**src/design/uvsd_pkg.sv**
```systemverilog
package uvsd_pkg;

	// Field widths of the byte stream and of the decoded results.
	localparam int unsigned DATA_W   = 8;
	localparam int unsigned VALUE_W  = 63;
	localparam int unsigned POS_W    = 4;
	localparam int unsigned STATUS_W = 2;

	// Each encoded byte carries one group of seven value bits.
	localparam int unsigned GROUP_BITS = 7;
	localparam int unsigned NUM_GROUPS = VALUE_W / GROUP_BITS;

	// Position of the continuation flag within a byte.
	localparam int unsigned CONT_BIT = 7;

	// Result status codes.
	localparam logic [STATUS_W-1:0] ST_OK         = 2'd0;
	localparam logic [STATUS_W-1:0] ST_TRUNCATED  = 2'd1;
	localparam logic [STATUS_W-1:0] ST_OVERFLOW   = 2'd2;
	localparam logic [STATUS_W-1:0] ST_NONMINIMAL = 2'd3;

	// One word of the input stream.
	typedef struct packed {
		logic              byte_present;
		logic [DATA_W-1:0] data_byte;
		logic              end_of_buffer;
	} item_t;

	// Outcome of one decode step; emit marks that a result word is produced.
	typedef struct packed {
		logic                emit;
		logic [STATUS_W-1:0] status;
		logic [VALUE_W-1:0]  varint_value;
		logic [POS_W-1:0]    bytes_read;
	} step_t;

endpackage

```
**src/design/uvsd_in_if.sv**
```systemverilog
interface uvsd_in_if;

	logic                        valid;
	logic                        ready;
	logic                        byte_present;
	logic [uvsd_pkg::DATA_W-1:0] data_byte;
	logic                        end_of_buffer;

	modport source (output valid, output byte_present, output data_byte,
		output end_of_buffer, input ready);
	modport sink (input valid, input byte_present, input data_byte,
		input end_of_buffer, output ready);

endinterface

```
**src/design/uvsd_out_if.sv**
```systemverilog
interface uvsd_out_if;

	logic                          valid;
	logic                          ready;
	logic [uvsd_pkg::STATUS_W-1:0] status;
	logic [uvsd_pkg::VALUE_W-1:0]  varint_value;
	logic [uvsd_pkg::POS_W-1:0]    bytes_read;

	modport source (output valid, output status, output varint_value,
		output bytes_read, input ready);
	modport sink (input valid, input status, input varint_value,
		input bytes_read, output ready);

endinterface

```
**src/design/uvsd_core.sv**
```systemverilog
module uvsd_core #(
	parameter int unsigned MAX_BYTES = 9
) (
	input  logic            clk,
	input  logic            arst_n,
	input  logic            step,
	input  uvsd_pkg::item_t item,
	output uvsd_pkg::step_t res
);

	localparam logic [uvsd_pkg::POS_W-1:0] MAX_POS  = uvsd_pkg::POS_W'(MAX_BYTES);
	localparam logic [uvsd_pkg::POS_W-1:0] LAST_POS = uvsd_pkg::POS_W'(MAX_BYTES - 1);

	logic [uvsd_pkg::VALUE_W-1:0] acc_q;
	logic [uvsd_pkg::POS_W-1:0]   pos_q;
	logic [uvsd_pkg::VALUE_W-1:0] acc_d;
	logic [uvsd_pkg::POS_W-1:0]   pos_d;
	logic [uvsd_pkg::VALUE_W-1:0] group_bits;
	logic [uvsd_pkg::VALUE_W-1:0] acc_or;
	logic                         cont;

	// Place the low seven bits of the byte into the group selected by the position.
	for (genvar g = 0; g < uvsd_pkg::NUM_GROUPS; g++) begin : g_group
		assign group_bits[g*uvsd_pkg::GROUP_BITS +: uvsd_pkg::GROUP_BITS] =
			(pos_q == uvsd_pkg::POS_W'(g)) ?
			item.data_byte[uvsd_pkg::GROUP_BITS-1:0] : '0;
	end

	assign acc_or = acc_q | group_bits;
	assign cont   = item.data_byte[uvsd_pkg::CONT_BIT];

	// Decode one word against the current accumulator and position.
	always_comb begin
		res   = '0;
		acc_d = acc_q;
		pos_d = pos_q;
		if (!item.byte_present) begin
			if (item.end_of_buffer) begin
				res.emit   = 1'b1;
				res.status = uvsd_pkg::ST_TRUNCATED;
			end
		end else if (pos_q >= MAX_POS || (pos_q == LAST_POS && cont)) begin
			res.emit   = 1'b1;
			res.status = uvsd_pkg::ST_OVERFLOW;
		end else if (!cont) begin
			res.emit = 1'b1;
			if (pos_q != '0 && item.data_byte == '0) begin
				res.status = uvsd_pkg::ST_NONMINIMAL;
			end else begin
				res.status       = uvsd_pkg::ST_OK;
				res.varint_value = acc_or;
				res.bytes_read   = pos_q + uvsd_pkg::POS_W'(1);
			end
		end else begin
			acc_d = acc_or;
			pos_d = pos_q + uvsd_pkg::POS_W'(1);
			if (item.end_of_buffer) begin
				res.emit   = 1'b1;
				res.status = uvsd_pkg::ST_TRUNCATED;
			end
		end
		// Every result starts a fresh varint.
		if (res.emit) begin
			acc_d = '0;
			pos_d = '0;
		end
	end

	// Decoder state advances only when the word leaves the input stage.
	always_ff @(posedge clk or negedge arst_n) begin
		if (!arst_n) begin
			acc_q <= '0;
			pos_q <= '0;
		end else if (step) begin
			acc_q <= acc_d;
			pos_q <= pos_d;
		end
	end

endmodule

```
**src/design/unsigned_varint_stream_decoder_unit.sv**
```systemverilog
// Unsigned LEB128 varint decoder. One encoded byte enters per word on the stream
// port and the block sustains one word per clock cycle unless a held result word
// stalls it; a result word for the byte that completes or fails the varint passes
// the input register, the combinational group insert into the 63-bit accumulator
// and the result register to the result port. Status is ok (with the value and the
// byte count), truncated (end of buffer before a terminal byte, including a bare
// end marker), overflow (continuation bit on byte MAX_BYTES) or non-minimal (zero
// terminal byte after the first). Decoding restarts at the byte after any result.
module unsigned_varint_stream_decoder_unit #(
	parameter int unsigned MAX_BYTES = 9
) (
	input logic       clk,
	input logic       arst_n,
	uvsd_in_if.sink   stream,
	uvsd_out_if.source result
);

	logic            valid_s1;
	uvsd_pkg::item_t item_s1;
	logic            res_valid_q;
	uvsd_pkg::step_t res_q;
	uvsd_pkg::step_t step_res;
	logic            advance;
	logic            take;

	// A word leaves the input stage if it makes no result or the result slot frees.
	assign advance      = !step_res.emit || !res_valid_q || result.ready;
	assign stream.ready = !valid_s1 || advance;
	assign take         = stream.valid && stream.ready;

	uvsd_core #(
		.MAX_BYTES(MAX_BYTES)
	) u_core (
		.clk   (clk),
		.arst_n(arst_n),
		.step  (valid_s1 && advance),
		.item  (item_s1),
		.res   (step_res)
	);

	// Input register stage.
	always_ff @(posedge clk or negedge arst_n) begin
		if (!arst_n) begin
			valid_s1 <= 1'b0;
		end else if (take) begin
			valid_s1 <= 1'b1;
		end else if (advance) begin
			valid_s1 <= 1'b0;
		end
	end

	always_ff @(posedge clk) begin
		if (take) begin
			item_s1.byte_present  <= stream.byte_present;
			item_s1.data_byte     <= stream.data_byte;
			item_s1.end_of_buffer <= stream.end_of_buffer;
		end
	end

	// Result register.
	always_ff @(posedge clk or negedge arst_n) begin
		if (!arst_n) begin
			res_valid_q <= 1'b0;
		end else if (valid_s1 && advance && step_res.emit) begin
			res_valid_q <= 1'b1;
		end else if (result.ready) begin
			res_valid_q <= 1'b0;
		end
	end

	always_ff @(posedge clk) begin
		if (valid_s1 && advance && step_res.emit) begin
			res_q <= step_res;
		end
	end

	assign result.valid        = res_valid_q;
	assign result.status       = res_q.status;
	assign result.varint_value = res_q.varint_value;
	assign result.bytes_read   = res_q.bytes_read;

endmodule

```
**src/flat_wrapper.sv**
```systemverilog
// flat-port wrapper written by rule: the top's interface ports become plain ports
module unsigned_varint_stream_decoder_unit_flat 
#(
	parameter int unsigned MAX_BYTES = 9
)
  (clk, arst_n, stream_valid, stream_byte_present, stream_data_byte, stream_end_of_buffer, stream_ready, result_valid, result_status, result_varint_value, result_bytes_read, result_ready);
  uvsd_in_if stream_i ();
  uvsd_out_if result_i ();
  input logic clk;
  input logic arst_n;
  input wire logic [$bits(stream_i.valid)-1:0] stream_valid;
  input wire logic [$bits(stream_i.byte_present)-1:0] stream_byte_present;
  input wire logic [$bits(stream_i.data_byte)-1:0] stream_data_byte;
  input wire logic [$bits(stream_i.end_of_buffer)-1:0] stream_end_of_buffer;
  output wire logic [$bits(stream_i.ready)-1:0] stream_ready;
  output wire logic [$bits(result_i.valid)-1:0] result_valid;
  output wire logic [$bits(result_i.status)-1:0] result_status;
  output wire logic [$bits(result_i.varint_value)-1:0] result_varint_value;
  output wire logic [$bits(result_i.bytes_read)-1:0] result_bytes_read;
  input wire logic [$bits(result_i.ready)-1:0] result_ready;
  assign stream_i.valid = stream_valid;
  assign stream_i.byte_present = stream_byte_present;
  assign stream_i.data_byte = stream_data_byte;
  assign stream_i.end_of_buffer = stream_end_of_buffer;
  assign stream_ready = stream_i.ready;
  assign result_valid = result_i.valid;
  assign result_status = result_i.status;
  assign result_varint_value = result_i.varint_value;
  assign result_bytes_read = result_i.bytes_read;
  assign result_i.ready = result_ready;
  unsigned_varint_stream_decoder_unit #(.MAX_BYTES(MAX_BYTES)) u_core (.clk(clk), .arst_n(arst_n), .stream(stream_i), .result(result_i));
endmodule
```
**config.mk**
```make
export PLATFORM = sky130hd
export DESIGN_NAME = unsigned_varint_stream_decoder_unit_flat
export DESIGN_NICKNAME = d
export VERILOG_FILES = /design/src/design/uvsd_pkg.sv /design/src/design/uvsd_in_if.sv /design/src/design/uvsd_out_if.sv /design/src/design/uvsd_core.sv /design/src/design/unsigned_varint_stream_decoder_unit.sv /design/src/flat_wrapper.sv
export SDC_FILE = /design/constraint.sdc
export NUM_CORES = 1
export LEC_CHECK = 0
export ABC_AREA = 1
export BUFFER_PORTS_ARGS = -buffer_cell sky130_fd_sc_hd__buf_2
export CELL_PAD_IN_SITES_DETAIL_PLACEMENT = 0
export CELL_PAD_IN_SITES_GLOBAL_PLACEMENT = 2
export CORE_MARGIN = 1
export CORE_UTILIZATION = 25
export CTS_CLUSTER_DIAMETER = 200
export DETAILED_ROUTE_END_ITERATION = 7
export GPL_TIMING_DRIVEN = 0
export PLACE_DENSITY = 0.69
export SYNTH_ARGS = -nofsm -noshare
export SYNTH_HDL_FRONTEND = slang
export SYNTH_SLANG_ARGS = --single-unit
```
**constraint.sdc**
```tcl
create_clock -name clk -period 4.1 [get_ports clk]
set_clock_uncertainty 0.15 [all_clocks]
set_input_delay 0 -clock clk [delete_from_list [all_inputs] [get_ports clk]]
set_output_delay 0 -clock clk [all_outputs]
set_load 0.01 [all_outputs]
```
==> impl_summary.txt <==
----------------------------------------------------
[Run status]
  Status ... complete, no violations

[Synthesis]
  Synth warnings ... 0
  Syn Std Cell Area ... 0.007046 mm2
  Share of synthesized area occupied by flip-flops and latches ... 58.18%
  Mean post-synth cell area ... 8.418 um2
  Flip-flop and latch count after synthesis ... 148
  Unique masters post-synth ... 25
  Number of instances in the synthesized netlist ... 837
  Net count of the mapped netlist ... 855

[Final layout]
  Final cell count without fillers ... 1349
  Commonest cells after routing, fill and taps aside ... 272 x sky130_fd_sc_hd__nand2_1, 138 x sky130_fd_sc_hd__inv_1, 102 x sky130_fd_sc_hd__buf_2
  Count of antenna diodes in the layout ... 0
  Commonest non-fill, non-tap cell in the layout ... sky130_fd_sc_hd__nand2_1
  Number of filler cells placed in the layout ... 2997
  Area delta synth->final ... 23.96%
  Combined area of the multi-input logic cells ... 0.002127 mm2
  Area taken by flip-flops and latches ... 0.004099 mm2
  Share of post-route cells with drive strength above 1 ... 15.86%
  Design area ... 0.008733 mm2
  Nets ... 976

[Worst hold path]
  Path class of the lowest-slack min-delay path ... in2reg
  Hold Path Cell Cnt ... 2

[Worst setup path]
  Worst reg-to-reg path cell count ... 12
  Cell-by-cell listing of the critical path ... inv_1 > ha_1 > buf_4 > inv_2 > nor2_4 > nand2_1 > nand2_1 > nand2_2 > a21boi_4 > buf_6 > nand2_1 > inv_4
  Type of the worst setup path ... reg2reg
  Highest net fanout along the worst path ... 69
  Number of logic stages on the critical path including buffering ... 12
  Endpoint arrival time on the critical path ... 3.34 ns
  Startpoint types ... flop
  Buf+Inv Stages, Crit Path ... 5
  Most frequent cell on the critical path ... sky130_fd_sc_hd__nand2_1
  Category of the worst setup path capture point ... flop
  Crit-path leading delay family ... buffers and inverters
  Data required, critical path ... 4.00 ns
  Delay contributed by the slowest stage of the critical path ... 0.63 ns
  Max stage delay cell, worst path ... sky130_fd_sc_hd__inv_4

[Placed design]
  Placer congestion estimate ... 0.7362
  Post-DP HPWL ... 12870 um
  Post-Place Worst Slack ... 0.6145 ns
  Area after DPL ... 0.007971 mm2
  IO Port Bufs ... 84
  Count of placed standard cells including taps ... 1300

[Timing]
  Transition time at the pin with the least slew margin ... 0.9440 ns
  Fmax ... 0.2907 GHz
  Worst setup slack after layout ... 0.6600 ns
  Unrepaired setup endpoints after global routing ... false
  Number of slew-limit violations in the final report ... 0
  Post-route clock period utilization ... 83.90%
  Final TNS setup ... 0 ns
  Final critical delay including setup and external delays ... 3.440 ns
  Final hold violations ... 0
  Worst slew margin ... 37.07%
  Final setup violation count ... 0

[Detailed routing]
  DRC violation count after routing ... 0
  Per-cell via count in the routed design ... 4.101
  Via count of the routed design ... 5532
  Total length of routed wires ... 20080 um
  Average detailed-routed wire length per instance ... 14.89 um
  Detailed-router iteration count before antenna repair ... 4
  Initial DRC count ... 412
  Post-DRT Antenna Nets ... 0

[Floorplan]
  Floorplan die height ... 169.9 um
  Placement Rows ... 61
  Die area ... 0.02886 mm2
  I/O pin count ... 85
  Effective utilization at floorplan ... 25.36%
  Die outline width ... 169.9 um
  Core Box Area ... 0.02778 mm2

[Job]
  Maxcap violations ... 0

[Power and ir drop]
  P per Cell Area ... 510.4 mW/mm2
  Cell Int Power ... 0.003028 W
  Switching Fraction ... 32.07%
  Max IR drop VDD ... 0.2363 mV
  Clock network fraction of total power ... 35.3%
  Share of total power in sequential cells ... 41.3%
  Logic pwr share ... 23.3%
  Leakage ... 4.063 nW
  Psw ... 0.001429 W

[GRT]
  Largest net degree at the start of global routing ... 70
  First-pass GRT wire length ... 31400 um
  Antenna violations before repair ... 0
  Number of global-route vias before repair ... 5500
  GRT Util Overall ... 14.66%
  Overflow left after global routing ... 0

[Clocking]
  Clock buffers created by TritonCTS ... 17
  H-tree lvl count ... 4
  Clock Tree Root ... sky130_fd_sc_hd__clkbuf_16
  Skew-Pair Late Insertion Delay ... 0.42 ns
  Clock slew at reported path FFs ... 0.06 ns
  TritonCTS clock tree ... yes
  Number of buffers on the longest clock path ... 2
  Number of clock sinks ... 148

----------------------------------------------------
per-layer routing:
layer  track usage [%]  routed length [um]  part of all wire (%)
met1             20.74               10140                    50
met2             22.99                9034                    45
met3             2.163                 715                   3.6
met4             4.583                 192                  0.96
met5                 0                   0                     0
flip-flops by register name, indices dropped and copies added (netlist names):
register / count
u_core.result.varint_value: 63
u_core.u_core.acc_q: 63
u_core.item_s1: 10
u_core.result.bytes_read: 4
u_core.u_core.pos_q: 4
u_core.result.status: 2
u_core.result.valid: 1
u_core.valid_s1: 1
power groups by stage:
stage,logic [W],clock network [W],registers (W)
2_1_floorplan,0.000644,0,0.00190
3_3_place_gp,0.00103,0,0.00187
3_5_place_dp,0.00104,0,0.00187
4_1_cts,0.00106,0.00161,0.00184
5_1_grt,0.00118,0.00167,0.00186
6_report,0.00104,0.00158,0.00184
path summary, 6_finish.rpt:
check | from | end | slack (ns)
min in group asynchronous | arst_n | u_core.u_core.acc_q[51] | 0.48
max in group asynchronous | arst_n | u_core.u_core.acc_q[10] | 3.09
max | u_core.u_core.pos_q[0] | u_core.result.varint_value[39] | 0.66
min reg2reg | u_core.u_core.acc_q[57] | u_core.u_core.acc_q[57] | 0.32
min | stream_data_byte[3] | u_core.item_s1[4] | 0.13
max reg2reg | u_core.u_core.pos_q[0] | u_core.result.varint_value[39] | 0.66
synth_stat cells, drive strengths merged:
library cell  count  area share (%)
a21boi            2            0.37
a21oi            65             4.6
buf              30             3.0
clkbuf           21             1.1
dfrtp            69              25
edfxtp           79              34
ha                4            0.71
inv             141             7.5
nand2           273              15
nand3            68             4.8
nand3b            1            0.11
nand4             1           0.089
nor2             77             4.2
nor3              1            0.14
o21ai             1           0.071
o22ai             1           0.089
or2               1           0.089
xnor2             2            0.25
through the flow:
| stage | power [W] | util, % | hold slack (ns) |
|---|---|---|---|
| final | 0.004458 | 31.44 | 0.1303 |
| after global routing | 0.004718 | 31.44 | 0.1270 |
| after CTS | 0.004517 | 31.44 | 0.1126 |
| after detailed placement | 0.002911 | 28.69 | -0.1490 |
| after global placement | 0.002906 | 28.58 | 0.03101 |
| after floorplan | 0.002542 | - | -0.4456 |
cells by family (layout without fill, tap and decap cells):
group / count (synthesis) / in the layout / synth area share, %
DFF: 148 / 148 / 58.18
and+or+nand+nor: 422 / 422 / 24.08
AOI/OAI and AO/OA: 69 / 69 / 5.150
xor gates and xnor gates: 2 / 2 / 0.2487
adders and majority gates: 4 / 4 / 0.7104
buffers and inverters: 192 / 326 / 11.63
repair_timing:
| item | CTS | global route |
|---|---|---|
| hold buffers | 17 | 0 |
| buffers inserted | 0 | 0 |
| gates resized for setup | 0 | 0 |
| setup endpoints to repair | 0 | 0 |
| hold endpoints to repair | 91 | 0 |
cell type report:
cell class	instances	area share, %
flip-flops and latches	148	46.93
clock buffers	23	5.473
multi-input cells	497	24.36
repair buffers	102	7.221
well taps	378	5.415
inverters	141	6.089
plain buffers	51	3.324
clock inverters	9	1.189
Note: power is estimated with default switching activity, not from simulation.
